### src/rtl/ple_pkg.sv
package ple_pkg;

    // Number of entries in the list store.
    localparam int CAPACITY = 64;

    // Entry index, live count and the fixed field widths of the streams.
    localparam int IW = $clog2(CAPACITY);
    localparam int CW = $clog2(CAPACITY + 1);
    localparam int PW = 7;
    localparam int VW = 32;

    // Width used when positions are compared with the live count.
    localparam int MW = (CW > PW) ? CW + 1 : PW + 1;

    // Stream word layout.
    localparam int IN_DW  = 40;
    localparam int OUT_DW = 48;
    localparam int UW     = 2;

    typedef enum logic [1:0] {
        F_APPEND = 2'd0,
        F_INSERT = 2'd1,
        F_DELETE = 2'd2,
        F_LOCATE = 2'd3
    } t_func;

    typedef enum logic [1:0] {
        ST_OK    = 2'd0,
        ST_FULL  = 2'd1,
        ST_RANGE = 2'd2,
        ST_EMPTY = 2'd3
    } t_status;

endpackage

### src/rtl/ple_ram.sv
module ple_ram #(
    parameter int WIDTH = 32,
    parameter int DEPTH = 64,
    localparam int AW = (DEPTH > 1) ? $clog2(DEPTH) : 1
) (
    input  logic             i_clk,
    input  logic             i_we,
    input  logic [AW-1:0]    i_waddr,
    input  logic [WIDTH-1:0] i_wdata,
    input  logic             i_re,
    input  logic [AW-1:0]    i_raddr,
    output logic [WIDTH-1:0] o_rdata
);

    logic [WIDTH-1:0] r_mem [DEPTH];
    logic [WIDTH-1:0] r_rdata;

    always_ff @(posedge i_clk) begin
        if (i_we) begin
            r_mem[i_waddr] <= i_wdata;
        end
        if (i_re) begin
            r_rdata <= r_mem[i_raddr];
        end
    end

    assign o_rdata = r_rdata;

endmodule

### src/rtl/positional_list_engine_unit.sv
// Positional list engine: keeps an ordered list of up to CAPACITY signed
// 32-bit values in a RAM with one write port and one registered read port,
// together with a live count, and serves one request word at a time. An
// append, a locate on an empty list and any request that is refused with an
// error status go straight from acceptance to the result step. Insert and
// delete move every later entry by one place, one RAM read and one RAM write
// per cycle with the read and write overlapped; an insert that lands just
// past the tail moves nothing, and a delete first reads the entry being
// removed. Locate reads the live entries in order, one per cycle, and stops
// at the first match, or after the last live entry when nothing matches. The
// slowest request is a delete at the head of a full list, bounded by the
// single read port of the entry store. The input is not ready while a
// request is being worked on and becomes ready again in the cycle after the
// result is loaded. The finished result sits in an output register, so a new
// request may be accepted while the previous result still waits to be taken;
// a further result then waits in the last step until the output register is
// free. Entries are never cleared: only live entries are ever read.
module positional_list_engine_unit
    import ple_pkg::*;
(
    input  logic              i_clk,
    input  logic              i_rst_n,
    // Request words.
    input  logic              i_s_axis_tvalid,
    output logic              o_s_axis_tready,
    // tdata, lowest bit up: position [6:0], value [38:7], zero [39].
    input  logic [IN_DW-1:0]  i_s_axis_tdata,
    // tuser: func [1:0].
    input  logic [UW-1:0]     i_s_axis_tuser,
    // Result words.
    output logic              o_m_axis_tvalid,
    input  logic              i_m_axis_tready,
    // tdata, lowest bit up: removed_value [31:0], found_position [38:32],
    // fill_count [45:39], zero [47:46].
    output logic [OUT_DW-1:0] o_m_axis_tdata,
    // tuser: status [1:0].
    output logic [UW-1:0]     o_m_axis_tuser
);

    // Sequencer states, one-hot.
    typedef enum logic [4:0] {
        S_IDLE = 5'b00001,
        S_INS  = 5'b00010,
        S_DEL  = 5'b00100,
        S_LOC  = 5'b01000,
        S_DONE = 5'b10000
    } t_state;

    t_state          r_state, n_state;
    logic [CW-1:0]   r_count, n_count;
    logic [VW-1:0]   r_val, n_val;
    logic [IW-1:0]   r_src, n_src;     // next entry to read
    logic [IW-1:0]   r_dst, n_dst;     // destination of the data now returning
    logic [IW-1:0]   r_lo, n_lo;       // insert slot
    logic [IW-1:0]   r_hi, n_hi;       // last entry to read for delete or locate
    logic            r_issue, n_issue; // reads still to be issued
    logic            r_pend, n_pend;   // read data returns this cycle
    logic            r_first, n_first; // returning data is the deleted entry

    t_status         r_res_status, n_res_status;
    logic [VW-1:0]   r_res_rem, n_res_rem;
    logic [PW-1:0]   r_res_pos, n_res_pos;

    logic            r_out_valid, n_out_valid;
    t_status         r_out_status, n_out_status;
    logic [VW-1:0]   r_out_rem, n_out_rem;
    logic [PW-1:0]   r_out_pos, n_out_pos;
    logic [PW-1:0]   r_out_fill, n_out_fill;

    // RAM port signals.
    logic            ram_we, ram_re;
    logic [IW-1:0]   ram_waddr, ram_raddr;
    logic [VW-1:0]   ram_wdata, ram_rdata;

    // Request fields.
    t_func           in_func;
    logic [PW-1:0]   in_pos;
    logic [VW-1:0]   in_val;
    logic [MW-1:0]   pos_w, cnt_w;
    logic            in_fire, list_full;

    assign in_func = t_func'(i_s_axis_tuser);
    assign in_pos  = i_s_axis_tdata[PW-1:0];
    assign in_val  = i_s_axis_tdata[PW+VW-1:PW];
    assign pos_w   = MW'(in_pos);
    assign cnt_w   = MW'(r_count);

    assign o_s_axis_tready = (r_state == S_IDLE);
    assign in_fire         = i_s_axis_tvalid && (r_state == S_IDLE);
    assign list_full       = (r_count == CW'(CAPACITY));

    ple_ram #(
        .WIDTH (VW),
        .DEPTH (CAPACITY)
    ) u_store (
        .i_clk   (i_clk),
        .i_we    (ram_we),
        .i_waddr (ram_waddr),
        .i_wdata (ram_wdata),
        .i_re    (ram_re),
        .i_raddr (ram_raddr),
        .o_rdata (ram_rdata)
    );

    always_comb begin
        n_state      = r_state;
        n_count      = r_count;
        n_val        = r_val;
        n_src        = r_src;
        n_dst        = r_dst;
        n_lo         = r_lo;
        n_hi         = r_hi;
        n_issue      = r_issue;
        n_pend       = 1'b0;
        n_first      = r_first;
        n_res_status = r_res_status;
        n_res_rem    = r_res_rem;
        n_res_pos    = r_res_pos;
        n_out_valid  = r_out_valid;
        n_out_status = r_out_status;
        n_out_rem    = r_out_rem;
        n_out_pos    = r_out_pos;
        n_out_fill   = r_out_fill;

        ram_we    = 1'b0;
        ram_waddr = r_dst;
        ram_wdata = ram_rdata;
        ram_re    = 1'b0;
        ram_raddr = r_src;

        // The waiting result leaves when the downstream side takes it.
        if (r_out_valid && i_m_axis_tready) begin
            n_out_valid = 1'b0;
        end

        unique case (r_state)
            S_IDLE: begin
                if (in_fire) begin
                    n_val        = in_val;
                    n_res_status = ST_OK;
                    n_res_rem    = '0;
                    n_res_pos    = '0;
                    n_state      = S_DONE;
                    unique case (in_func)
                        F_APPEND: begin
                            if (list_full) begin
                                n_res_status = ST_FULL;
                            end else begin
                                ram_we    = 1'b1;
                                ram_waddr = r_count[IW-1:0];
                                ram_wdata = in_val;
                                n_count   = r_count + CW'(1);
                            end
                        end
                        F_INSERT: begin
                            if (list_full) begin
                                n_res_status = ST_FULL;
                            end else if (pos_w == '0 || pos_w > cnt_w + MW'(1)) begin
                                n_res_status = ST_RANGE;
                            end else begin
                                // Entries from the last one down to the slot move up.
                                n_lo    = IW'(pos_w - MW'(1));
                                n_src   = IW'(cnt_w - MW'(1));
                                n_issue = (pos_w != cnt_w + MW'(1));
                                n_state = S_INS;
                            end
                        end
                        F_DELETE: begin
                            if (r_count == '0) begin
                                n_res_status = ST_EMPTY;
                            end else if (pos_w == '0 || pos_w > cnt_w) begin
                                n_res_status = ST_RANGE;
                            end else begin
                                // The first read fetches the entry being removed.
                                n_src   = IW'(pos_w - MW'(1));
                                n_hi    = IW'(cnt_w - MW'(1));
                                n_issue = 1'b1;
                                n_first = 1'b1;
                                n_state = S_DEL;
                            end
                        end
                        F_LOCATE: begin
                            if (r_count != '0) begin
                                n_src   = '0;
                                n_hi    = IW'(cnt_w - MW'(1));
                                n_issue = 1'b1;
                                n_state = S_LOC;
                            end
                        end
                    endcase
                end
            end

            S_INS: begin
                if (r_pend) begin
                    ram_we    = 1'b1;
                    ram_waddr = r_dst;
                    ram_wdata = ram_rdata;
                end
                if (r_issue) begin
                    ram_re = 1'b1;
                    n_pend = 1'b1;
                    n_dst  = r_src + IW'(1);
                    if (r_src == r_lo) begin
                        n_issue = 1'b0;
                    end else begin
                        n_src = r_src - IW'(1);
                    end
                end else if (!r_pend) begin
                    ram_we    = 1'b1;
                    ram_waddr = r_lo;
                    ram_wdata = r_val;
                    n_count   = r_count + CW'(1);
                    n_state   = S_DONE;
                end
            end

            S_DEL: begin
                if (r_pend) begin
                    if (r_first) begin
                        n_res_rem = ram_rdata;
                        n_first   = 1'b0;
                    end else begin
                        ram_we    = 1'b1;
                        ram_waddr = r_dst;
                        ram_wdata = ram_rdata;
                    end
                end
                if (r_issue) begin
                    ram_re = 1'b1;
                    n_pend = 1'b1;
                    n_dst  = r_src - IW'(1);
                    if (r_src == r_hi) begin
                        n_issue = 1'b0;
                    end else begin
                        n_src = r_src + IW'(1);
                    end
                end else if (!r_pend) begin
                    n_count = r_count - CW'(1);
                    n_state = S_DONE;
                end
            end

            S_LOC: begin
                if (r_pend && ram_rdata == r_val) begin
                    n_res_pos = PW'(CW'(r_dst) + CW'(1));
                    n_issue   = 1'b0;
                    n_state   = S_DONE;
                end else if (r_issue) begin
                    ram_re = 1'b1;
                    n_pend = 1'b1;
                    n_dst  = r_src;
                    if (r_src == r_hi) begin
                        n_issue = 1'b0;
                    end else begin
                        n_src = r_src + IW'(1);
                    end
                end else begin
                    // Every live entry has been compared without a match.
                    n_state = S_DONE;
                end
            end

            S_DONE: begin
                if (!r_out_valid || i_m_axis_tready) begin
                    n_out_valid  = 1'b1;
                    n_out_status = r_res_status;
                    n_out_rem    = r_res_rem;
                    n_out_pos    = r_res_pos;
                    n_out_fill   = PW'(r_count);
                    n_state      = S_IDLE;
                end
            end

            default: begin
                n_state = S_IDLE;
            end
        endcase
    end

    always_ff @(posedge i_clk) begin
        if (!i_rst_n) begin
            r_state     <= S_IDLE;
            r_count     <= '0;
            r_issue     <= 1'b0;
            r_pend      <= 1'b0;
            r_first     <= 1'b0;
            r_out_valid <= 1'b0;
        end else begin
            r_state     <= n_state;
            r_count     <= n_count;
            r_issue     <= n_issue;
            r_pend      <= n_pend;
            r_first     <= n_first;
            r_out_valid <= n_out_valid;
        end
    end

    always_ff @(posedge i_clk) begin
        r_val        <= n_val;
        r_src        <= n_src;
        r_dst        <= n_dst;
        r_lo         <= n_lo;
        r_hi         <= n_hi;
        r_res_status <= n_res_status;
        r_res_rem    <= n_res_rem;
        r_res_pos    <= n_res_pos;
        r_out_status <= n_out_status;
        r_out_rem    <= n_out_rem;
        r_out_pos    <= n_out_pos;
        r_out_fill   <= n_out_fill;
    end

    assign o_m_axis_tvalid = r_out_valid;
    assign o_m_axis_tdata  = {2'b00, r_out_fill, r_out_pos, r_out_rem};
    assign o_m_axis_tuser  = r_out_status;

endmodule

### config.mk
export PLATFORM = sky130hd
export DESIGN_NAME = positional_list_engine_unit
export DESIGN_NICKNAME = d
export VERILOG_FILES = /design/src/rtl/ple_pkg.sv /design/src/rtl/ple_ram.sv /design/src/rtl/positional_list_engine_unit.sv
export SDC_FILE = /design/constraint.sdc
export NUM_CORES = 2
export LEC_CHECK = 0
export BUFFER_PORTS_ARGS = -buffer_cell sky130_fd_sc_hd__buf_2
export CAP_MARGIN = 30
export CORE_UTILIZATION = 57
export DETAILED_ROUTE_END_ITERATION = 6
export PLACE_DENSITY = 0.75
export SETUP_SLACK_MARGIN = 0.1
export SKIP_CTS_REPAIR_TIMING = 1
export SYNTH_ARGS = -nofsm -noshare
export SYNTH_HDL_FRONTEND = slang
export SYNTH_HIERARCHICAL = 1
export SYNTH_SLANG_ARGS = --single-unit
export TNS_END_PERCENT = 1
### constraint.sdc
create_clock -name i_clk -period 5.2 [get_ports i_clk]
set_input_delay 0 -clock i_clk [delete_from_list [all_inputs] [get_ports i_clk]]
set_output_delay 0 -clock i_clk [all_outputs]
set_load 0.05 [all_outputs]
==> results.toml <==
[run_status]
outcome = "finished, final reports clean"

[power_and_ir_drop]
fin_total_pwr_uw = 37500
vdd_drop_max_mv = 0.366
leakagePower_uw = 0.0320
power_density_nw_per_um2 = 376

[global_routing]
grt_pass1_wl_um = 321000
grt-ovfl-total = 0
antenna_found_initial = 10
grt_util_all_layers_pct = 29.2
grt_pass1_vias = 44900
grt_max_degree = 65

[place]
placedInstanceArea_sq_um = 91900
pre_cts_ws_ns = 0.495
port_buffers = 94
hpwl_um = 133000
place.gp.congestion = 0.918

[worst_setup_path]
r2r-start = "r_count[0]"
worstSetupPathType = "reg -> reg"
crit_required_ns = 5.74
cp_data_arrival_time_ns = 5.39
reg2reg_to = "u_store/r_mem[33][2]"
crit_top_cell = "nor2_4"
start_kind = "flip-flop"
r2r_cells = 11
crit_path_max_fanout = 16
end_kind = "flip-flop"
slowest_delay_ns = 0.82
path_cells = "inv_1 > ha_1 > or4b_4 > nor3_2 > nor2_2 > nor2_4 > a22oi_1 > o21ai_0 > nand3_1 > nor2_4 > buf_4"
cp_slowest_cell = "nor2_4"
rrSetupSlack_ns = 0.34

[logic_synthesis]
synth_edf_count = 2225
ys_warn_count = 6
syn_inst = 4205
yosysUniqueCellTypes = 80
synthArstFlopShare_pct = 0
ys.flop_type = "edfxtp_1"
synth.avg_cell_area_sq_um = 20.8
netlist_area_sq_um = 87400
synth_seq_cells = 2241
ys_seq_area_share_pct = 76.8

[die]
rows = 143
core-area_sq_um = 152000
ioPinCount = 98
chipWidth_um = 394
start_util_pct = 57.5
die_area_sq_um = 155000
die_h_um = 394

[route]
wl_per_cell_um = 33.8
drcViolationCount = 0
wirelength_um = 230000
postRouteAntennaNets = 0
dr.pass1.iters = 6
first_iter_violations = 6678
vias_per_cell = 6.78
dr_total_vias = 46100

[clock_network]
clk_latency_ns = 0.84
cts_max_path_buffers = 3
clkSinkCount = 2241
numCtsBuffers = 210
root_buffer = "clkbuf_16"
cts_tree = "yes"
clk_pin_slew_ns = 0.07
cts-htree-levels = 4

[sta]
report.final.setup_viol = 0
clock.fmax_mhz = 206
finalHoldViolations = 0
maxSlewHeadroom_pct = 27.8
min_period_ns = 4.86
final.setup.tns_ns = 0
finClkSkew_ns = 0.0326
fin_ws_ns = 0.342
report.final.slew_viol_count = 0
rsz0062_at_grt = "no"
fin_crit_sh_pct = 93.4
tightest_slew_ns = 1.08

[job]
maxCapViolCount = 0

[min_path]
hp-start = "i_s_axis_tdata[33]"
hp-class = "in -> reg"
holdPathStages = 2
hold_end = "r_val[26]"

[final_layout]
synthToLayoutAreaGrowth_pct = 14.0
fillers = 9440
final_cell_area_sq_um = 99600
drive_gt1_share_pct = 25.2
nNetsFinal = 4653
final_core_util_pct = 65.5
state kept, by name (all words and copies together), names as in the netlist, 5 cells and up:
name	flops
r_state	5
r_lo	6
u_store/o_rdata	32
u_store/r_mem	2048
r_hi	6
r_out_pos	7
r_res_pos	7
r_dst	6
r_val	32
r_out_rem	32
r_src	6
r_res_rem	32
r_count	7
r_out_fill	7
kinds of logic (layout without fill, tap and decap cells):
group,count (synthesis),in the layout,share of synthesized area [%]
XOR/XNOR,69,69,0.691
adder cells (fa/ha/maj),26,26,0.381
flip-flops,2241,2241,76.8
AND/OR/NAND/NOR,482,482,2.70
multiplexers,641,641,13.7
buffers and inverters,266,818,1.79
other,1,10,0.00429
AO/OA/AOI/OAI,479,479,3.91
layer usage:
metal	vias to the layer above	wire (um)	part of all wire [%]	track usage [%]
met2	3384	108000	47	45.0
met4	2	10500	4.6	12.3
met5	-	13	0.0057	0
met3	490	28700	12	7.60
li1	18300	-	-	-
met1	23900	82200	36	39.9
how the worst max path moves through the flow:
stage,depth (start not counted),slack [ns],endpoint,startpoint
5_1_grt,11,0.20,u_store/r_mem[33][26],r_count[0]
6_report,11,0.34,u_store/r_mem[33][2],r_count[0]
2_1_floorplan,15,0.21,u_store/r_mem[28][0],r_count[0]
4_1_cts,11,0.43,u_store/r_mem[25][22],r_count[0]
3_3_place_gp,11,0.61,u_store/r_mem[33][2],r_count[0]
3_5_place_dp,11,0.50,u_store/r_mem[25][26],r_count[0]
report_power, final:
part | switching [uW] | internal (uW) | total [uW]
Clock | 6590 | 8840 | 15400
Sequential | 69.5 | 20100 | 20200
Combinational | 1330 | 591 | 1930
Total | 7990 | 29500 | 37500
critical path: cells and delay by family, from the launching register on:
family | cells | cell delay, ns
buffers and inverters | 2 | 0.56
AND/OR/NAND/NOR | 6 | 2.79
flip-flops | 1 | 0.46
adder cells (fa/ha/maj) | 1 | 0.23
AO/OA/AOI/OAI | 2 | 0.50
cell type report:
class	instances	area, sq um	share of cell area [%]
repair buffers	400	3560	3.58
well taps	2030	2540	2.55
inverters	29	121	0.122
clock buffers	261	5570	5.59
clock inverters	128	1340	1.34
diodes	8	20.0	0.0201
flip-flops and latches	2241	67100	67.4
multi-input cells	1699	19400	19.4
layout by cell type (no fill, tap or decap), drive strengths merged, types with 13 or more instances in the layout:
master	netlist	routed
bufinv	0	25
ha	25	25
nand3	65	65
xnor2	41	41
xor2	28	28
buf	139	316
a31oi	25	25
nand2	130	130
nand4	14	14
mux4	446	446
o22a	13	13
dlygate4sd3	0	82
o221ai	19	19
o21ai	50	50
nor2b	19	19
o211ai	15	15
o22ai	46	46
a21oi	49	49
and3	15	15
edfxtp	2225	2225
a211oi	24	24
nor3	18	18
inv	27	36
a22oi	169	169
and2	37	37
clkinv	2	89
dfxtp	16	16
nor2	125	125
mux2i	194	194
clkbuf	98	263
cell usage after synthesis, types with 5 or more instances:
cell | n | share of area [%]
mux2i_1 | 194 | 2.2
or2_2 | 6 | 0.043
a31oi_1 | 25 | 0.18
dfxtp_1 | 16 | 0.37
a311oi_1 | 5 | 0.050
nand4_1 | 14 | 0.10
inv_1 | 27 | 0.12
edfxtp_1 | 2225 | 76
clkbuf_1 | 96 | 0.41
o22ai_1 | 46 | 0.33
xnor2_1 | 41 | 0.41
nand2b_1 | 10 | 0.072
a311o_1 | 12 | 0.14
a221oi_1 | 6 | 0.060
a22o_1 | 12 | 0.12
o22a_1 | 13 | 0.13
o221ai_1 | 19 | 0.19
nor2_1 | 123 | 0.53
buf_2 | 56 | 0.32
nand3_1 | 65 | 0.37
a211o_1 | 9 | 0.090
a22oi_1 | 169 | 1.5
a21o_1 | 6 | 0.052
ha_1 | 25 | 0.36
xor2_1 | 28 | 0.28
nor3_1 | 16 | 0.092
and2_1 | 37 | 0.26
o21ai_0 | 50 | 0.29
nor4_1 | 5 | 0.036
and4_1 | 5 | 0.050
a211oi_1 | 23 | 0.20
nor2b_1 | 19 | 0.14
nand3b_1 | 9 | 0.077
o211ai_1 | 15 | 0.13
or3_1 | 7 | 0.050
and3_1 | 15 | 0.11
buf_4 | 31 | 0.27
a21oi_1 | 49 | 0.28
nand2_1 | 129 | 0.55
buf_8 | 5 | 0.086
buf_1 | 9 | 0.039
buf_6 | 35 | 0.45
mux4_2 | 446 | 11
stage by stage:
step | hold slack [ns] | instances
floorplan | 0.0989 | 4206
global placement | 0.219 | 6311
detailed placement | 0.221 | 6314
CTS | -0.671 | 6703
global route | 0.00915 | 6789
finish | 0.0519 | 6796
(Power assumes the default switching activity.)
